--- config.mk ---
export PLATFORM = sky130hd
export DESIGN_NAME = utf16_to_utf8_transcoder
export DESIGN_NICKNAME = d
export VERILOG_FILES = /design/src/rtl/core/u16u8_pkg.sv /design/src/rtl/core/utf16_to_utf8_transcoder.sv /design/src/rtl/core/u16u8_queue.sv /design/src/rtl/core/u16u8_front.sv /design/src/rtl/core/u16u8_back.sv
export VERILOG_INCLUDE_DIRS = /design/src /design/src/rtl/core
export SDC_FILE = /design/constraint.sdc
export NUM_CORES = 1
export LEC_CHECK = 0
export BUFFER_PORTS_ARGS = -buffer_cell sky130_fd_sc_hd__buf_4
export CAP_MARGIN = 20
export CORE_MARGIN = 2
export CORE_UTILIZATION = 39
export CTS_CLUSTER_DIAMETER = 50
export DETAILED_ROUTE_END_ITERATION = 10
export GPL_TIMING_DRIVEN = 1
export MAX_ROUTING_LAYER = met4
export PLACE_DENSITY = 0.61
export SLEW_MARGIN = 20
export SYNTH_ARGS = -nofsm -noshare
export SYNTH_HDL_FRONTEND = slang
export SYNTH_SLANG_ARGS = --single-unit
--- constraint.sdc ---
create_clock -name clock -period 5.18 [get_ports clock]
set_input_delay 0.777 -clock clock [delete_from_list [all_inputs] [get_ports clock]]
set_output_delay 0.777 -clock clock [all_outputs]
set_load 0.01 [all_outputs]
--- src/rtl/core/utf16_to_utf8_transcoder_macros.svh ---
// Assertion macros shared by the UTF-16 to UTF-8 transcoder modules.
`ifndef UTF16_TO_UTF8_TRANSCODER_MACROS_SVH
`define UTF16_TO_UTF8_TRANSCODER_MACROS_SVH

`ifndef SYNTHESIS
`define U16U8_ASSERT_IMPLIES(name, clk, rst, pre, post) \
   name: assert property (@(posedge clk) disable iff (rst) (pre) |-> (post)) \
      else $error("implication check failed");
`define U16U8_ASSERT_NEVER(name, clk, rst, cond) \
   name: assert property (@(posedge clk) disable iff (rst) !(cond)) \
      else $error("forbidden condition seen");
`else
`define U16U8_ASSERT_IMPLIES(name, clk, rst, pre, post)
`define U16U8_ASSERT_NEVER(name, clk, rst, cond)
`endif

`endif

--- src/rtl/core/u16u8_pkg.sv ---
// Shared types and constants of the UTF-16 to UTF-8 transcoder.
`default_nettype none

package u16u8_pkg;

   localparam int UNIT_W      = 16;
   localparam int BYTE_W      = 8;
   localparam int MAX_BYTES   = 6;
   localparam int JOB_CNT_W   = 3;
   localparam int QUEUE_DEPTH = 2;

   localparam logic [BYTE_W-1:0] LEAD_TWO   = 8'hC0;
   localparam logic [BYTE_W-1:0] LEAD_THREE = 8'hE0;
   localparam logic [BYTE_W-1:0] LEAD_FOUR  = 8'hF0;
   localparam logic [BYTE_W-1:0] CONT_BYTE  = 8'h80;
   localparam logic [BYTE_W-1:0] NUL_BYTE   = 8'h00;

   typedef struct packed {
      logic [MAX_BYTES-1:0][BYTE_W-1:0] bytes;
      logic [JOB_CNT_W-1:0]             cnt;
      logic                             str_end;
   } job_type;

endpackage

`default_nettype wire

--- src/rtl/core/utf16_to_utf8_transcoder.sv ---
// Top level of the UTF-16 to UTF-8 transcoder.
// The request channel (req_valid, req_ready, req_code_unit) takes one UTF-16
// code unit per request. The result channel (rsp_valid, rsp_ready, rsp_*)
// returns the UTF-8 bytes one per transfer, in order. rsp_run_last marks the
// final byte caused by a request and rsp_string_end marks the terminating
// zero byte produced by a zero code unit.
// A high surrogate produces no byte until the next request arrives; a pair
// then gives four bytes, and otherwise the held unit is flushed as three.
// When the queue is empty and the result side is free, an accepted request is
// written into the job queue and then loaded into the output register, which
// presents its first byte. The result channel moves one byte per cycle while
// rsp_ready is high, and a request produces up to six bytes.
// Requests are taken in back-to-back cycles while the job queue between the
// front end and the byte emitter has room; the queue holds QUEUE_DEPTH jobs.
// When the receiver stalls, the output register holds its byte, the queue
// fills and req_ready drops; no byte is lost or repeated.
// Reset clears the held surrogate, the queue and the output valid flag.
`default_nettype none

module utf16_to_utf8_transcoder #(
   parameter int QUEUE_DEPTH = u16u8_pkg::QUEUE_DEPTH
) (
   input  wire logic                          clock,
   input  wire logic                          reset,
   input  wire logic                          req_valid,
   output logic                               req_ready,
   input  wire logic [u16u8_pkg::UNIT_W-1:0]  req_code_unit,
   output logic                               rsp_valid,
   input  wire logic                          rsp_ready,
   output logic [u16u8_pkg::BYTE_W-1:0]       rsp_out_byte,
   output logic                               rsp_run_last,
   output logic                               rsp_string_end
);

   logic               q_full;
   logic               accept;
   logic               fe_job_valid;
   u16u8_pkg::job_type fe_job;
   logic               q_valid;
   u16u8_pkg::job_type q_job;
   logic               q_pop;

   assign req_ready = !q_full;
   assign accept    = req_valid && req_ready;

   u16u8_front u_front (
      .clock     (clock),
      .reset     (reset),
      .accept    (accept),
      .code_unit (req_code_unit),
      .job_valid (fe_job_valid),
      .job       (fe_job)
   );

   u16u8_queue #(
      .DEPTH (QUEUE_DEPTH)
   ) u_queue (
      .clock    (clock),
      .reset    (reset),
      .wr_valid (fe_job_valid),
      .wr_job   (fe_job),
      .full     (q_full),
      .rd_pop   (q_pop),
      .rd_valid (q_valid),
      .rd_job   (q_job)
   );

   u16u8_back u_back (
      .clock          (clock),
      .reset          (reset),
      .job_valid      (q_valid),
      .job            (q_job),
      .job_pop        (q_pop),
      .rsp_valid      (rsp_valid),
      .rsp_ready      (rsp_ready),
      .rsp_out_byte   (rsp_out_byte),
      .rsp_run_last   (rsp_run_last),
      .rsp_string_end (rsp_string_end)
   );

endmodule

`default_nettype wire

--- src/rtl/core/u16u8_queue.sv ---
// Short request queue between the classifying front end and the byte emitter.
`default_nettype none
`include "utf16_to_utf8_transcoder_macros.svh"

module u16u8_queue #(
   parameter int DEPTH = u16u8_pkg::QUEUE_DEPTH
) (
   input  wire logic              clock,
   input  wire logic              reset,
   input  wire logic              wr_valid,
   input  wire u16u8_pkg::job_type wr_job,
   output logic                   full,
   input  wire logic              rd_pop,
   output logic                   rd_valid,
   output u16u8_pkg::job_type     rd_job
);

   // DEPTH must be a power of two of at least two, so the pointers wrap naturally; the queue does not enforce it.
   localparam int PTR_W = $clog2(DEPTH);
   localparam int CNT_W = $clog2(DEPTH + 1);

   u16u8_pkg::job_type job_mem_ff [DEPTH];
   logic [PTR_W-1:0] wr_ptr_ff, wr_ptr_in;
   logic [PTR_W-1:0] rd_ptr_ff, rd_ptr_in;
   logic [CNT_W-1:0] count_ff, count_in;
   logic             do_wr, do_rd;

   assign full     = (count_ff == CNT_W'(DEPTH));
   assign rd_valid = (count_ff != '0);
   assign rd_job   = job_mem_ff[rd_ptr_ff];
   assign do_wr    = wr_valid && !full;
   assign do_rd    = rd_pop && rd_valid;

   always_comb begin
      wr_ptr_in = do_wr ? wr_ptr_ff + 1'b1 : wr_ptr_ff;
      rd_ptr_in = do_rd ? rd_ptr_ff + 1'b1 : rd_ptr_ff;
      count_in  = count_ff;
      if (do_wr && !do_rd) begin
         count_in = count_ff + 1'b1;
      end else if (do_rd && !do_wr) begin
         count_in = count_ff - 1'b1;
      end
   end

   always_ff @(posedge clock) begin
      if (do_wr) begin
         job_mem_ff[wr_ptr_ff] <= wr_job;
      end
   end

   always_ff @(posedge clock) begin
      if (reset) begin
         wr_ptr_ff <= '0;
         rd_ptr_ff <= '0;
         count_ff  <= '0;
      end else begin
         wr_ptr_ff <= wr_ptr_in;
         rd_ptr_ff <= rd_ptr_in;
         count_ff  <= count_in;
      end
   end

   `U16U8_ASSERT_NEVER(a_wr_when_full, clock, reset, wr_valid && full)
   `U16U8_ASSERT_NEVER(a_pop_when_empty, clock, reset, rd_pop && !rd_valid)
   `U16U8_ASSERT_IMPLIES(a_count_bound, clock, reset, 1'b1, count_ff <= CNT_W'(DEPTH))

endmodule

`default_nettype wire

--- src/rtl/core/u16u8_front.sv ---
// Front end: holds a pending high surrogate and turns the code units into byte jobs.
`default_nettype none

module u16u8_front (
   input  wire logic                            clock,
   input  wire logic                            reset,
   input  wire logic                            accept,
   input  wire logic [u16u8_pkg::UNIT_W-1:0]    code_unit,
   output logic                                 job_valid,
   output u16u8_pkg::job_type                   job
);

   typedef enum logic [2:0] {
      CLS_END,
      CLS_ONE,
      CLS_TWO,
      CLS_HIGH,
      CLS_THREE
   } unit_class_type;

   logic [u16u8_pkg::UNIT_W-1:0] held_ff, held_in;
   logic                         pending_ff, pending_in;
   logic                         is_low, is_high, pair;
   unit_class_type               cls;
   logic [2:0][u16u8_pkg::BYTE_W-1:0] nb;
   logic [2:0][u16u8_pkg::BYTE_W-1:0] flush;
   logic [u16u8_pkg::JOB_CNT_W-1:0]   ncnt;
   logic                              nend;
   logic [20:0]                       cp;

   assign is_low  = (code_unit[15:10] == 6'b110111);
   assign is_high = (code_unit[15:10] == 6'b110110);
   assign pair    = pending_ff && is_low;
   assign cp      = 21'h10000 + {1'b0, held_ff[9:0], code_unit[9:0]};

   always_comb begin
      if (code_unit == '0) begin
         cls = CLS_END;
      end else if (code_unit[15:7] == '0) begin
         cls = CLS_ONE;
      end else if (code_unit[15:11] == '0) begin
         cls = CLS_TWO;
      end else if (is_high) begin
         cls = CLS_HIGH;
      end else begin
         cls = CLS_THREE;
      end
   end

   always_comb begin
      nb   = '0;
      ncnt = '0;
      nend = 1'b0;
      unique case (cls)
         CLS_END: begin
            nb[0] = u16u8_pkg::NUL_BYTE;
            ncnt  = 3'd1;
            nend  = 1'b1;
         end
         CLS_ONE: begin
            nb[0] = code_unit[7:0];
            ncnt  = 3'd1;
         end
         CLS_TWO: begin
            nb[0] = u16u8_pkg::LEAD_TWO | {3'b000, code_unit[10:6]};
            nb[1] = u16u8_pkg::CONT_BYTE | {2'b00, code_unit[5:0]};
            ncnt  = 3'd2;
         end
         CLS_HIGH: begin
            ncnt = '0;
         end
         CLS_THREE: begin
            nb[0] = u16u8_pkg::LEAD_THREE | {4'h0, code_unit[15:12]};
            nb[1] = u16u8_pkg::CONT_BYTE | {2'b00, code_unit[11:6]};
            nb[2] = u16u8_pkg::CONT_BYTE | {2'b00, code_unit[5:0]};
            ncnt  = 3'd3;
         end
         default: begin
            ncnt = '0;
         end
      endcase
   end

   always_comb begin
      flush[0] = u16u8_pkg::LEAD_THREE | {4'h0, held_ff[15:12]};
      flush[1] = u16u8_pkg::CONT_BYTE | {2'b00, held_ff[11:6]};
      flush[2] = u16u8_pkg::CONT_BYTE | {2'b00, held_ff[5:0]};
   end

   always_comb begin
      job = '0;
      if (pair) begin
         job.bytes[0] = u16u8_pkg::LEAD_FOUR | {5'b00000, cp[20:18]};
         job.bytes[1] = u16u8_pkg::CONT_BYTE | {2'b00, cp[17:12]};
         job.bytes[2] = u16u8_pkg::CONT_BYTE | {2'b00, cp[11:6]};
         job.bytes[3] = u16u8_pkg::CONT_BYTE | {2'b00, cp[5:0]};
         job.cnt      = 3'd4;
      end else if (pending_ff) begin
         job.bytes[0] = flush[0];
         job.bytes[1] = flush[1];
         job.bytes[2] = flush[2];
         job.bytes[3] = nb[0];
         job.bytes[4] = nb[1];
         job.bytes[5] = nb[2];
         job.cnt      = 3'd3 + ncnt;
         job.str_end  = nend;
      end else begin
         job.bytes[0] = nb[0];
         job.bytes[1] = nb[1];
         job.bytes[2] = nb[2];
         job.cnt      = ncnt;
         job.str_end  = nend;
      end
   end

   assign job_valid = accept && (job.cnt != '0);

   always_comb begin
      pending_in = pending_ff;
      held_in    = held_ff;
      if (accept) begin
         pending_in = !pair && is_high;
         held_in    = (!pair && is_high) ? code_unit : '0;
      end
   end

   always_ff @(posedge clock) begin
      if (reset) begin
         pending_ff <= 1'b0;
         held_ff    <= '0;
      end else begin
         pending_ff <= pending_in;
         held_ff    <= held_in;
      end
   end

endmodule

`default_nettype wire

--- src/rtl/core/u16u8_back.sv ---
// Back end: walks a byte job and presents one byte per cycle in the output register while the receiver is ready.
`default_nettype none
`include "utf16_to_utf8_transcoder_macros.svh"

module u16u8_back (
   input  wire logic                         clock,
   input  wire logic                         reset,
   input  wire logic                         job_valid,
   input  wire u16u8_pkg::job_type           job,
   output logic                              job_pop,
   output logic                              rsp_valid,
   input  wire logic                         rsp_ready,
   output logic [u16u8_pkg::BYTE_W-1:0]      rsp_out_byte,
   output logic                              rsp_run_last,
   output logic                              rsp_string_end
);

   logic [u16u8_pkg::JOB_CNT_W-1:0] idx_ff, idx_in;
   logic                            valid_ff, valid_in;
   logic [u16u8_pkg::BYTE_W-1:0]    byte_ff, byte_in;
   logic                            last_ff, last_in;
   logic                            end_ff, end_in;
   logic                            load, is_last;

   assign load    = job_valid && (!valid_ff || rsp_ready);
   assign is_last = (idx_ff == job.cnt - 1'b1);
   assign job_pop = load && is_last;

   always_comb begin
      idx_in   = idx_ff;
      valid_in = valid_ff && !rsp_ready;
      byte_in  = byte_ff;
      last_in  = last_ff;
      end_in   = end_ff;
      if (load) begin
         valid_in = 1'b1;
         byte_in  = job.bytes[idx_ff];
         last_in  = is_last;
         end_in   = is_last && job.str_end;
         idx_in   = is_last ? '0 : idx_ff + 1'b1;
      end
   end

   always_ff @(posedge clock) begin
      if (reset) begin
         idx_ff   <= '0;
         valid_ff <= 1'b0;
      end else begin
         idx_ff   <= idx_in;
         valid_ff <= valid_in;
      end
   end

   always_ff @(posedge clock) begin
      byte_ff <= byte_in;
      last_ff <= last_in;
      end_ff  <= end_in;
   end

   assign rsp_valid      = valid_ff;
   assign rsp_out_byte   = byte_ff;
   assign rsp_run_last   = last_ff;
   assign rsp_string_end = end_ff;

   `U16U8_ASSERT_IMPLIES(a_idx_in_job, clock, reset, job_valid, idx_ff < job.cnt)
   `U16U8_ASSERT_IMPLIES(a_end_is_last, clock, reset, valid_ff && end_ff, last_ff)
   `U16U8_ASSERT_IMPLIES(a_end_is_nul, clock, reset, valid_ff && end_ff, byte_ff == '0)

endmodule

`default_nettype wire

==> flow_summary.yaml, run 1 <==
grt:
  grt_max_degree: 49
  grt_usage_pct: 17.3
  grt_pass1_vias: 3621
  grt-ovfl-total: 0
  antenna_found_initial: 0
  grt_pass1_wl_um: 19900
sta:
  final-setup-viol-count: 0
  finalCritPeriodShare_pct: 66.4
  fin_worst_skew_ns: 0.00842
  rsz0062_at_grt: "no"
  hold_viol: 0
  slew_viol_final: 0
  max_freq_mhz: 291
  setup-tns-final_ns: 0
  setup_ws_ns: 1.74
  slew_headroom_pct: 41.6
  period_minus_slack_ns: 3.44
  tightest_slew_ns: 0.869
cells_and_area:
  antenna_cells: 0
  finalNonFillerCells: 639
  final_nets: 467
  area_growth_pct: 17.7
  layout-drive-gt1-share_pct: 22.9
logic_synthesis:
  avgSynthCellArea_um2: 14.0
  syn-instance-count: 409
  yosys.cell_types.count: 48
  synth_warnings: 0
  yosysSeqAreaShare_pct: 64.7
  async_reset_ff_share_pct: 0
  synth_fp_nets: 434
  synth-edff-count: 106
  synth-seq-cells: 132
  synth_ff_type: "edfxtp_1"
  netlist_area_um2: 5720
outcome:
  run_status: "completed"
floorplan:
  ioPinCount: 32
  die_area_um2: 15700
  fp.dieH_um: 125
  coreArea_um2: 14400
  initial_core_util_pct: 39.7
  die_w_um: 125
  rows: 44
routing:
  drt-total-wl_um: 12500
  vias_per_cell: 5.61
  drtAntennaViolNets: 0
  post-route-drc-count: 0
  detail_route.wl_per_cell_um: 19.6
  drt-initial-drc-count: 368
  drt_first_pass_iters: 10
  vias: 3586
worst_hold_path:
  hold_path_class: "reg2reg"
clock_network:
  post_cts_buffers: 0
  cts-root-buf: "clkbuf_16"
  cts.sinks: 132
  cts_buffers: 17
  cts_tree: "done"
  clk_latency_ns: 0.41
  postCtsHoldBufs: 0
  cts_buffer_depth: 2
  path_clk_slew_ns: 0.06
  htree_num_levels: 4
  cts_resized: 0
worst_setup_path:
  crit_fanout: 19
  critPathTopFamily: "simple AND/OR/NAND/NOR gates"
  cp.required_ns: 5.53
  cpMostUsedCell: "ha_1"
  slowest_delay_ns: 0.64
  worst_ep_arrival_time_ns: 3.79
  crit_chain: "buf_4, mux2i_1, ha_1, xor2_1, xnor2_1, nor3_1, nand2_1, ha_1, or3_1, a21oi_1"
  crit_buf_inv: 1
  start_kind: "flop"
  critical_path_class: "reg2reg"
  endpoint_kind: "flop"
  slowest_stage: "nor3_1"
placement:
  placed_cells: 607
  pre_cts_ws_ns: 1.37
  hpwl_um: 8380
  place_congestion: 0.894
  port_buffers: 31
power_and_ir_drop:
  p_leak_nw: 2.34
  ir_worst_vdd_uv: 206
  cellPowerDensity_nw_per_um2: 472
flow_run:
  cap_viol_max_count: 0
==> cells in the mapped netlist, drive strengths merged (5+ instances only) <==
cell type	instances	area, um^2
and3	7	43.8
xor2	7	61.3
nor3	8	45.0
mux2i	12	120
a222oi	6	60.1
a22oi	23	173
nor2	39	146
mux4	21	473
ha	5	62.6
edfxtp	106	3180
dfxtp	26	521
buf	5	23.8
nand2	21	81.3
o22ai	7	43.8
nand3	6	30.0
clkbuf	18	67.6
inv	17	63.8
o21ai	17	96.4
a21oi	19	103
==> logic make-up after synthesis <==
family          Yosys count  share of synthesized area, %
mux                      35                          10.8
flops                   132                          64.7
simple gates            104                          9.10
xor+xnor                 10                          1.53
buf+inv                  40                          2.71
fa+ha+maj                 5                          1.09
compound gates           83                          10.0
==> area by class of cell <==
| cell class | count | area (um^2) |
|---|---|---|
| Fill cell | 1293 | 7690 |
| Timing Repair Buffer | 37 | 278 |
| Clock inverter | 13 | 121 |
| Multi-Input combinational cell | 237 | 1870 |
| Inverter | 17 | 63.8 |
| Sequential cell | 132 | 3700 |
| Clock buffer | 19 | 464 |
| Tap cell | 184 | 230 |
==> path summary, 6_finish.rpt <==
kind / to / cells past startpoint / slack [ns] / start
worst max-delay path: u_queue.count_ff[1]$_SDFFE_PP0P_ / 10 / 1.74 / flop
worst max register to register: u_queue.count_ff[1]$_SDFFE_PP0P_ / 10 / 1.74 / flop
worst min-delay path: u_front.held_ff[13]$_SDFFE_PP0P_ / 1 / 0.48 / u_front.held_ff[13]$_SDFFE_PP0P_
worst min register to register: u_front.held_ff[13]$_SDFFE_PP0P_ / 1 / 0.48 / u_front.held_ff[13]$_SDFFE_PP0P_
==> sequential cells by signal, summed over array words and instances, names as in the netlist, named ones only <==
signal                 flops
u_back.rsp_valid           1
u_back.rsp_string_end      1
u_back.rsp_run_last        1
u_queue.job_mem_ff        96
u_queue.count_ff           2
u_front.pending_ff         1
u_back.idx_ff              3
u_front.held_ff           16
u_queue.rd_ptr_ff          1
u_back.rsp_out_byte        8
u_queue.wr_ptr_ff          1
==> layer usage <==
layer | track usage [%] | vias up | share of wire (%)
met4 | 6.41 | 0 | 1.6
met2 | 26.3 | 157 | 48
li1 | - | 1651 | -
met3 | 4.66 | 24 | 5.7
met5 | - | - | 0
met1 | 22.5 | 1754 | 45
==> metrics by stage <==
stage	area (um^2)	hold WS (ns)	utilization (%)	power, mW
after floorplan	5720	0.457	-	1.84
after global placement	6150	0.469	42.6	2.05
after detailed placement	6150	0.472	42.6	2.06
after CTS	6730	0.480	46.7	3.22
after global routing	6740	0.497	46.7	3.34
final	6740	0.478	46.7	3.18
==> power by group <==
part / switching (mW) / internal, mW / leakage, nW
clock: 0.449 / 0.705 / 0.274
sequential: 0.0517 / 1.35 / 1.19
combinational: 0.356 / 0.268 / 0.872
==> cells in the final DEF (no fill, tap or decap), types with 2 or more instances in the layout <==
cell        instances
a22oi_1            23
and2_1              2
a31oi_1             2
clkbuf_16          18
xor2_1              7
edfxtp_1          106
nand3_1             6
nor4_1              2
nand4_1             2
clkinvlp_4          5
nor3_1              7
a22o_1              2
inv_6               4
nor2b_1             2
a21oi_1            17
o22ai_1             7
nand2b_1            3
xnor2_1             3
and3b_1             2
clkinv_2            2
mux4_2             21
nand2_1            20
inv_1              17
o21ai_0            16
mux2i_1            12
or3_1               2
a222oi_1            6
nor3b_1             2
and3_1              7
ha_1                5
a21oi_2             2
dfxtp_1            25
nor2_1             38
buf_4              37
Note: power is estimated with default switching activity, not from simulation.
==> inputs of run 2 (changes only) <==
--- a/config.mk
+++ b/config.mk
@@ -14,7 +14,7 @@
 export DETAILED_ROUTE_END_ITERATION = 10
 export GPL_TIMING_DRIVEN = 1
 export MAX_ROUTING_LAYER = met4
-export PLACE_DENSITY = 0.61
+export PLACE_DENSITY = 0.59
 export SLEW_MARGIN = 20
 export SYNTH_ARGS = -nofsm -noshare
 export SYNTH_HDL_FRONTEND = slang
==> constraint.sdc (replaced) <==
create_clock -name clock -period 3.27 [get_ports clock]
set_input_delay 0.4905 -clock clock [delete_from_list [all_inputs] [get_ports clock]]
set_output_delay 0.4905 -clock clock [all_outputs]
set_load 0.01 [all_outputs]
==> run 2 against run 1 <==
Combinational power grew 67%. Via count up 2.1%. Highest routed layer unchanged. Largest cell class unchanged. Global-route usage up 0.26 points.
==> flow_summary.yaml, run 2 (synthesis gave the netlist of run 1 again) <==
sta:
  hold_viol: 0
  final-setup-viol-count: 0
  slew_headroom_pct: 50.1
  max_freq_mhz: 380
  setup-tns-final_ns: 0
  slew_viol_final: 0
  period_minus_slack_ns: 2.63
  tightest_slew_ns: 0.741
  fin_worst_skew_ns: 0.00806
  finalCritPeriodShare_pct: 80.5
  rsz0062_at_grt: "no"
worst_setup_path:
  crit_chain: "nand4_1, or3_1, nand2_1, a21oi_2, o31a_4, ha_1, or3_1, a21oi_1"
  r2r_setup_slack_ns: 0.64
  crit_fanout: 12
  cpMostUsedCell: "or3_1"
  endpoint_kind: "flop"
  slowest_stage: "dfxtp_1"
  reg2reg_from: "u_front.pending_ff$_SDFFE_PP0P_"
  slowest_delay_ns: 0.61
  critical_path_class: "reg2reg"
  start_kind: "flop"
  r2r_cells: 8
  cp.required_ns: 3.62
  timing.rr.end: "u_queue.count_ff[1]$_SDFFE_PP0P_"
  worst_ep_arrival_time_ns: 2.98
clock_network:
  postCtsHoldBufs: 0
  cts-root-buf: "clkbuf_16"
  cts_buffer_depth: 2
  post_cts_buffers: 0
  cts_buffers: 17
  clk_latency_ns: 0.42
  cts.sinks: 132
  htree_num_levels: 4
  cts_resized: 0
  path_clk_slew_ns: 0.05
  cts_tree: "done"
grt:
  antenna_found_initial: 0
  grt_pass1_wl_um: 20200
  grt_max_degree: 49
  grt_pass1_vias: 3625
  grt_usage_pct: 17.6
  grt-ovfl-total: 0
floorplan:
  rows: 44
  die_w_um: 125
  ioPinCount: 32
  coreArea_um2: 14400
  fp.dieH_um: 125
  die_area_um2: 15700
  initial_core_util_pct: 39.7
placement:
  hpwl_um: 8240
  port_buffers: 31
  place_congestion: 0.911
routing:
  vias_per_cell: 5.64
  detail_route.wl_per_cell_um: 19.6
  drt-initial-drc-count: 382
  drt_first_pass_iters: 6
  drtAntennaViolNets: 0
  vias: 3661
  drt-total-wl_um: 12700
  post-route-drc-count: 0
cells_and_area:
  area_growth_pct: 19.7
  layout-drive-gt1-share_pct: 22.8
  largest_register_ffs: 96
  fill_cells: 1278
  final_core_util_pct: 47.5
  largest-register: "u_queue.job_mem_ff"
  final_common_cell: "edfxtp_1"
  final_cell_mix: "edfxtp_1, buf_4, nor2_1"
  antenna_cells: 0
  final_nets: 477
power_and_ir_drop:
  ir_worst_vdd_uv: 453
  p_leak_nw: 2.41
  cellPowerDensity_nw_per_um2: 756
outcome:
  run_status: "completed"
worst_hold_path:
  holdCritStartpoint: "rsp_ready"
  hold_path_end: "u_back.rsp_valid$_SDFF_PP0_"
  hold_depth: 3
  hold_path_class: "in2reg"
flow_run:
  cap_viol_max_count: 0
[run 2: changes by cell type in the layout (fill, tap and decap cells not counted)]
cell,delta
clkbuf_1,+3
nor2_2,-1
clkbuf_8,-1
buf_4,+8
clkinv_1,+4
clkbuf_16,-1
inv_6,-4
buf_12,+2
nor2_1,+1
bufinv_16,+3
clkinvlp_4,-4
[run 2: critical path: cells and delay by family, from the launching register on]
family / cells / cell delay (ns)
DFF: 1 / 0.61
and+or+nand+nor: 4 / 1.05
adders and majority gates: 1 / 0.31
AOI/OAI and AO/OA: 3 / 0.58
[run 2: metrics by stage]
stage / hold slack, ns / area (um^2) / instances / setup slack (ns) / power, mW
6_report: 0.363 / 6850 / 649 / 0.636 / 5.18
5_1_grt: 0.388 / 6850 / 649 / 0.474 / 5.40
4_1_cts: 0.350 / 6850 / 649 / 0.653 / 5.24
3_5_place_dp: 0.472 / 6250 / 617 / 0.284 / 3.31
3_3_place_gp: 0.468 / 6250 / 617 / 0.364 / 3.28
2_1_floorplan: 0.457 / 5730 / 409 / 0.0815 / 2.90
[run 2: worst max path at each step]
stage	start	end	slack [ns]	cells past startpoint
detailed placement	req_code_unit[15]	u_queue.count_ff[1]$_SDFFE_PP0P_	0.28	10
CTS	u_front.pending_ff$_SDFFE_PP0P_	u_queue.count_ff[1]$_SDFFE_PP0P_	0.65	8
floorplan	req_code_unit[7]	u_queue.job_mem_ff[0][0]$_DFFE_PP_	0.08	8
finish	u_front.pending_ff$_SDFFE_PP0P_	u_queue.count_ff[1]$_SDFFE_PP0P_	0.64	8
global route	flop	u_queue.count_ff[1]$_SDFFE_PP0P_	0.47	9
global placement	req_code_unit[15]	u_queue.count_ff[1]$_SDFFE_PP0P_	0.36	12
[run 2: area by class of cell]
cell class | instances | area, um^2 | share of cell area (%)
clock buffer | 20 | 437 | 6.38
timing repair buffer | 47 | 378 | 5.52
tap | 184 | 230 | 3.36
multi-input combinational | 237 | 1870 | 27.3
clock inverter | 12 | 161 | 2.36
inverter | 17 | 63.8 | 0.932
sequential | 132 | 3700 | 54.1
[run 2: where the power goes]
| part | switching (mW) | internal, mW | total (mW) |
|---|---|---|---|
| registers | 0.0791 | 2.14 | 2.22 |
| logic | 0.582 | 0.456 | 1.04 |
| clock network | 0.660 | 1.26 | 1.92 |
| total | 1.32 | 3.86 | 5.18 |
[run 2: routing by layer]
metal	global-route usage, %	wire, um	up-vias	part of all wire [%]
met2	26.3	5910	176	47
met5	-	0	-	0
met4	8.50	276	0	2.2
li1	-	-	1667	-
met3	3.42	1000	25	7.9
met1	23.2	5520	1793	43
==> inputs of run 3 (changes only) <==
==> constraint.sdc (replaced) <==
create_clock -name clock -period 2.6 [get_ports clock]
set_input_delay 0.39 -clock clock [delete_from_list [all_inputs] [get_ports clock]]
set_output_delay 0.39 -clock clock [all_outputs]
set_load 0.01 [all_outputs]
==> run 3 against run 2 <==
Worst setup slack worse by 0.37 ns. Maximum frequency is 13% higher. Clock skew is 0.0016 ns lower. Count of clock-buffer cells in the layout is 4 higher. Die area stayed put. Critical endpoint unchanged. Power is 21% higher. Combinational power is 28% higher. Flip-flop and latch count stayed put. Register-to-register slack worse by 0.37 ns. Sequential share of layout area is 1.0 points lower. Worst hold slack worse by 0.082 ns.
==> flow_summary.yaml, run 3 (synthesis gave the netlist of run 1 again) <==
worst_hold_path:
  hold_path_class: "in2reg"
  holdCritStartpoint: "rsp_ready"
sta:
  final-setup-viol-count: 0
  slew_viol_final: 0
  rsz0062_at_grt: "no"
  holdWs_ns: 0.282
  hold_viol: 0
  finalCritPeriodShare_pct: 89.6
  max_freq_mhz: 429
  fin_worst_skew_ns: 0.00648
  period_minus_slack_ns: 2.33
  tightest_slew_ns: 0.965
  slew_headroom_pct: 35.4
clock_network:
  postCtsHoldBufs: 0
  cts_buffers: 17
  post_cts_buffers: 0
  cts-root-buf: "clkbuf_16"
  htree_num_levels: 4
  path_clk_slew_ns: 0.05
  cts_tree: "done"
  clk_latency_ns: 0.41
  cts.sinks: 132
  cts_buffer_depth: 2
  cts_resized: 0
cells_and_area:
  layout-drive-gt1-share_pct: 27.8
  antenna_cells: 0
  fill_cells: 1297
  final_core_util_pct: 48.4
  area_growth_pct: 22.0
  final_cell_mix: "edfxtp_1, buf_4, nor2_1"
  largest-register: "u_queue.job_mem_ff"
  largest_register_ffs: 96
  final_nets: 501
  finalNonFillerCells: 673
  final_common_cell: "edfxtp_1"
floorplan:
  coreArea_um2: 14400
  die_area_um2: 15700
  rows: 44
  fp.dieH_um: 125
  die_w_um: 125
  ioPinCount: 32
  initial_core_util_pct: 39.7
worst_setup_path:
  crit_chain: "mux2i_1, ha_1, xnor2_1, nor3_2, nand2_1, ha_1, xor2_1, or3_1, a21oi_1"
  slowest_stage: "dfxtp_2"
  start_kind: "flop"
  critical_path_class: "reg2reg"
  cp.required_ns: 2.94
  critPathTopFamily: "simple AND/OR/NAND/NOR gates"
  slowest_delay_ns: 0.37
  endpoint_kind: "flop"
  worst_ep_arrival_time_ns: 2.67
  crit_buf_inv: 0
  cpMostUsedCell: "ha_1"
  crit_fanout: 4
routing:
  detail_route.wl_per_cell_um: 18.7
  vias: 3665
  vias_per_cell: 5.45
  post-route-drc-count: 0
  drt-total-wl_um: 12600
  drt_first_pass_iters: 6
  drtAntennaViolNets: 0
  drt-initial-drc-count: 312
grt:
  grt_usage_pct: 17.3
  grt_max_degree: 37
  grt_busiest_layer: "met2"
  grtUsageMet2_pct: 25.9
  grt_pass1_wl_um: 20100
  grt_pass1_vias: 3650
  use_met3_pct: 3.81
  grt-ovfl-total: 0
  antenna_found_initial: 0
  grtUsageMet1_pct: 23.5
power_and_ir_drop:
  ir_worst_vdd_uv: 496
  cellPowerDensity_nw_per_um2: 898
  p_leak_nw: 2.51
flow_run:
  cap_viol_max_count: 0
placement:
  port_buffers: 31
  placed_cells: 641
  place_congestion: 0.879
  hpwl_um: 8700
outcome:
  run_status: "completed"
run 3: area by class of cell:
type	instances	area (um^2)	area share (%)
inverter	17	63.8	0.914
timing repair buffer	71	558	8.00
clock inverter	8	48.8	0.699
tap	184	230	3.30
clock buffer	24	492	7.05
multi-input combinational	237	1880	27.0
sequential	132	3700	53.1
run 3: per-layer routing:
metal  wire length [um]  vias to the layer above
met2               5930                      146
met5                  0                        -
li1                   -                     1716
met4                203                        0
met1               5610                     1786
met3                868                       17
run 3: through the flow:
stage / worst slack, ns / power, mW / setup TNS, ns / cell area, um^2
floorplan: -0.404 / 3.66 / -33.44 / 5750
global placement: -0.0689 / 4.16 / -0.424 / 6440
detailed placement: -0.153 / 4.20 / -6.58 / 6440
CTS: 0.239 / 6.35 / 0 / 6980
global route: 0.118 / 6.57 / 0 / 6980
finish: 0.270 / 6.26 / 0 / 6980
run 3: worst min-delay path, delay by kind of cell:
kind / cells / cell delay [ns]
and+or+nand+nor: 1 / 0.11
buffers and inverters: 1 / 0.07
AOI/OAI and AO/OA: 1 / 0.06
run 3: where the power goes:
group          internal [mW]  total, mW  leakage, nW  switching, mW
sequential              2.69       2.79         1.19         0.0993
clock                   1.31       2.15        0.271          0.831
combinational          0.602       1.33         1.05          0.728
run 3: path summary, 6_finish.rpt:
kind,end,slack [ns],cells past startpoint
hold / removal,u_back.rsp_valid$_SDFF_PP0_,0.28,3
setup / recovery,u_queue.count_ff[1]$_SDFFE_PP0P_,0.27,9
setup reg to reg,u_queue.count_ff[1]$_SDFFE_PP0P_,0.27,9
hold reg to reg,u_front.held_ff[13]$_SDFFE_PP0P_,0.48,1
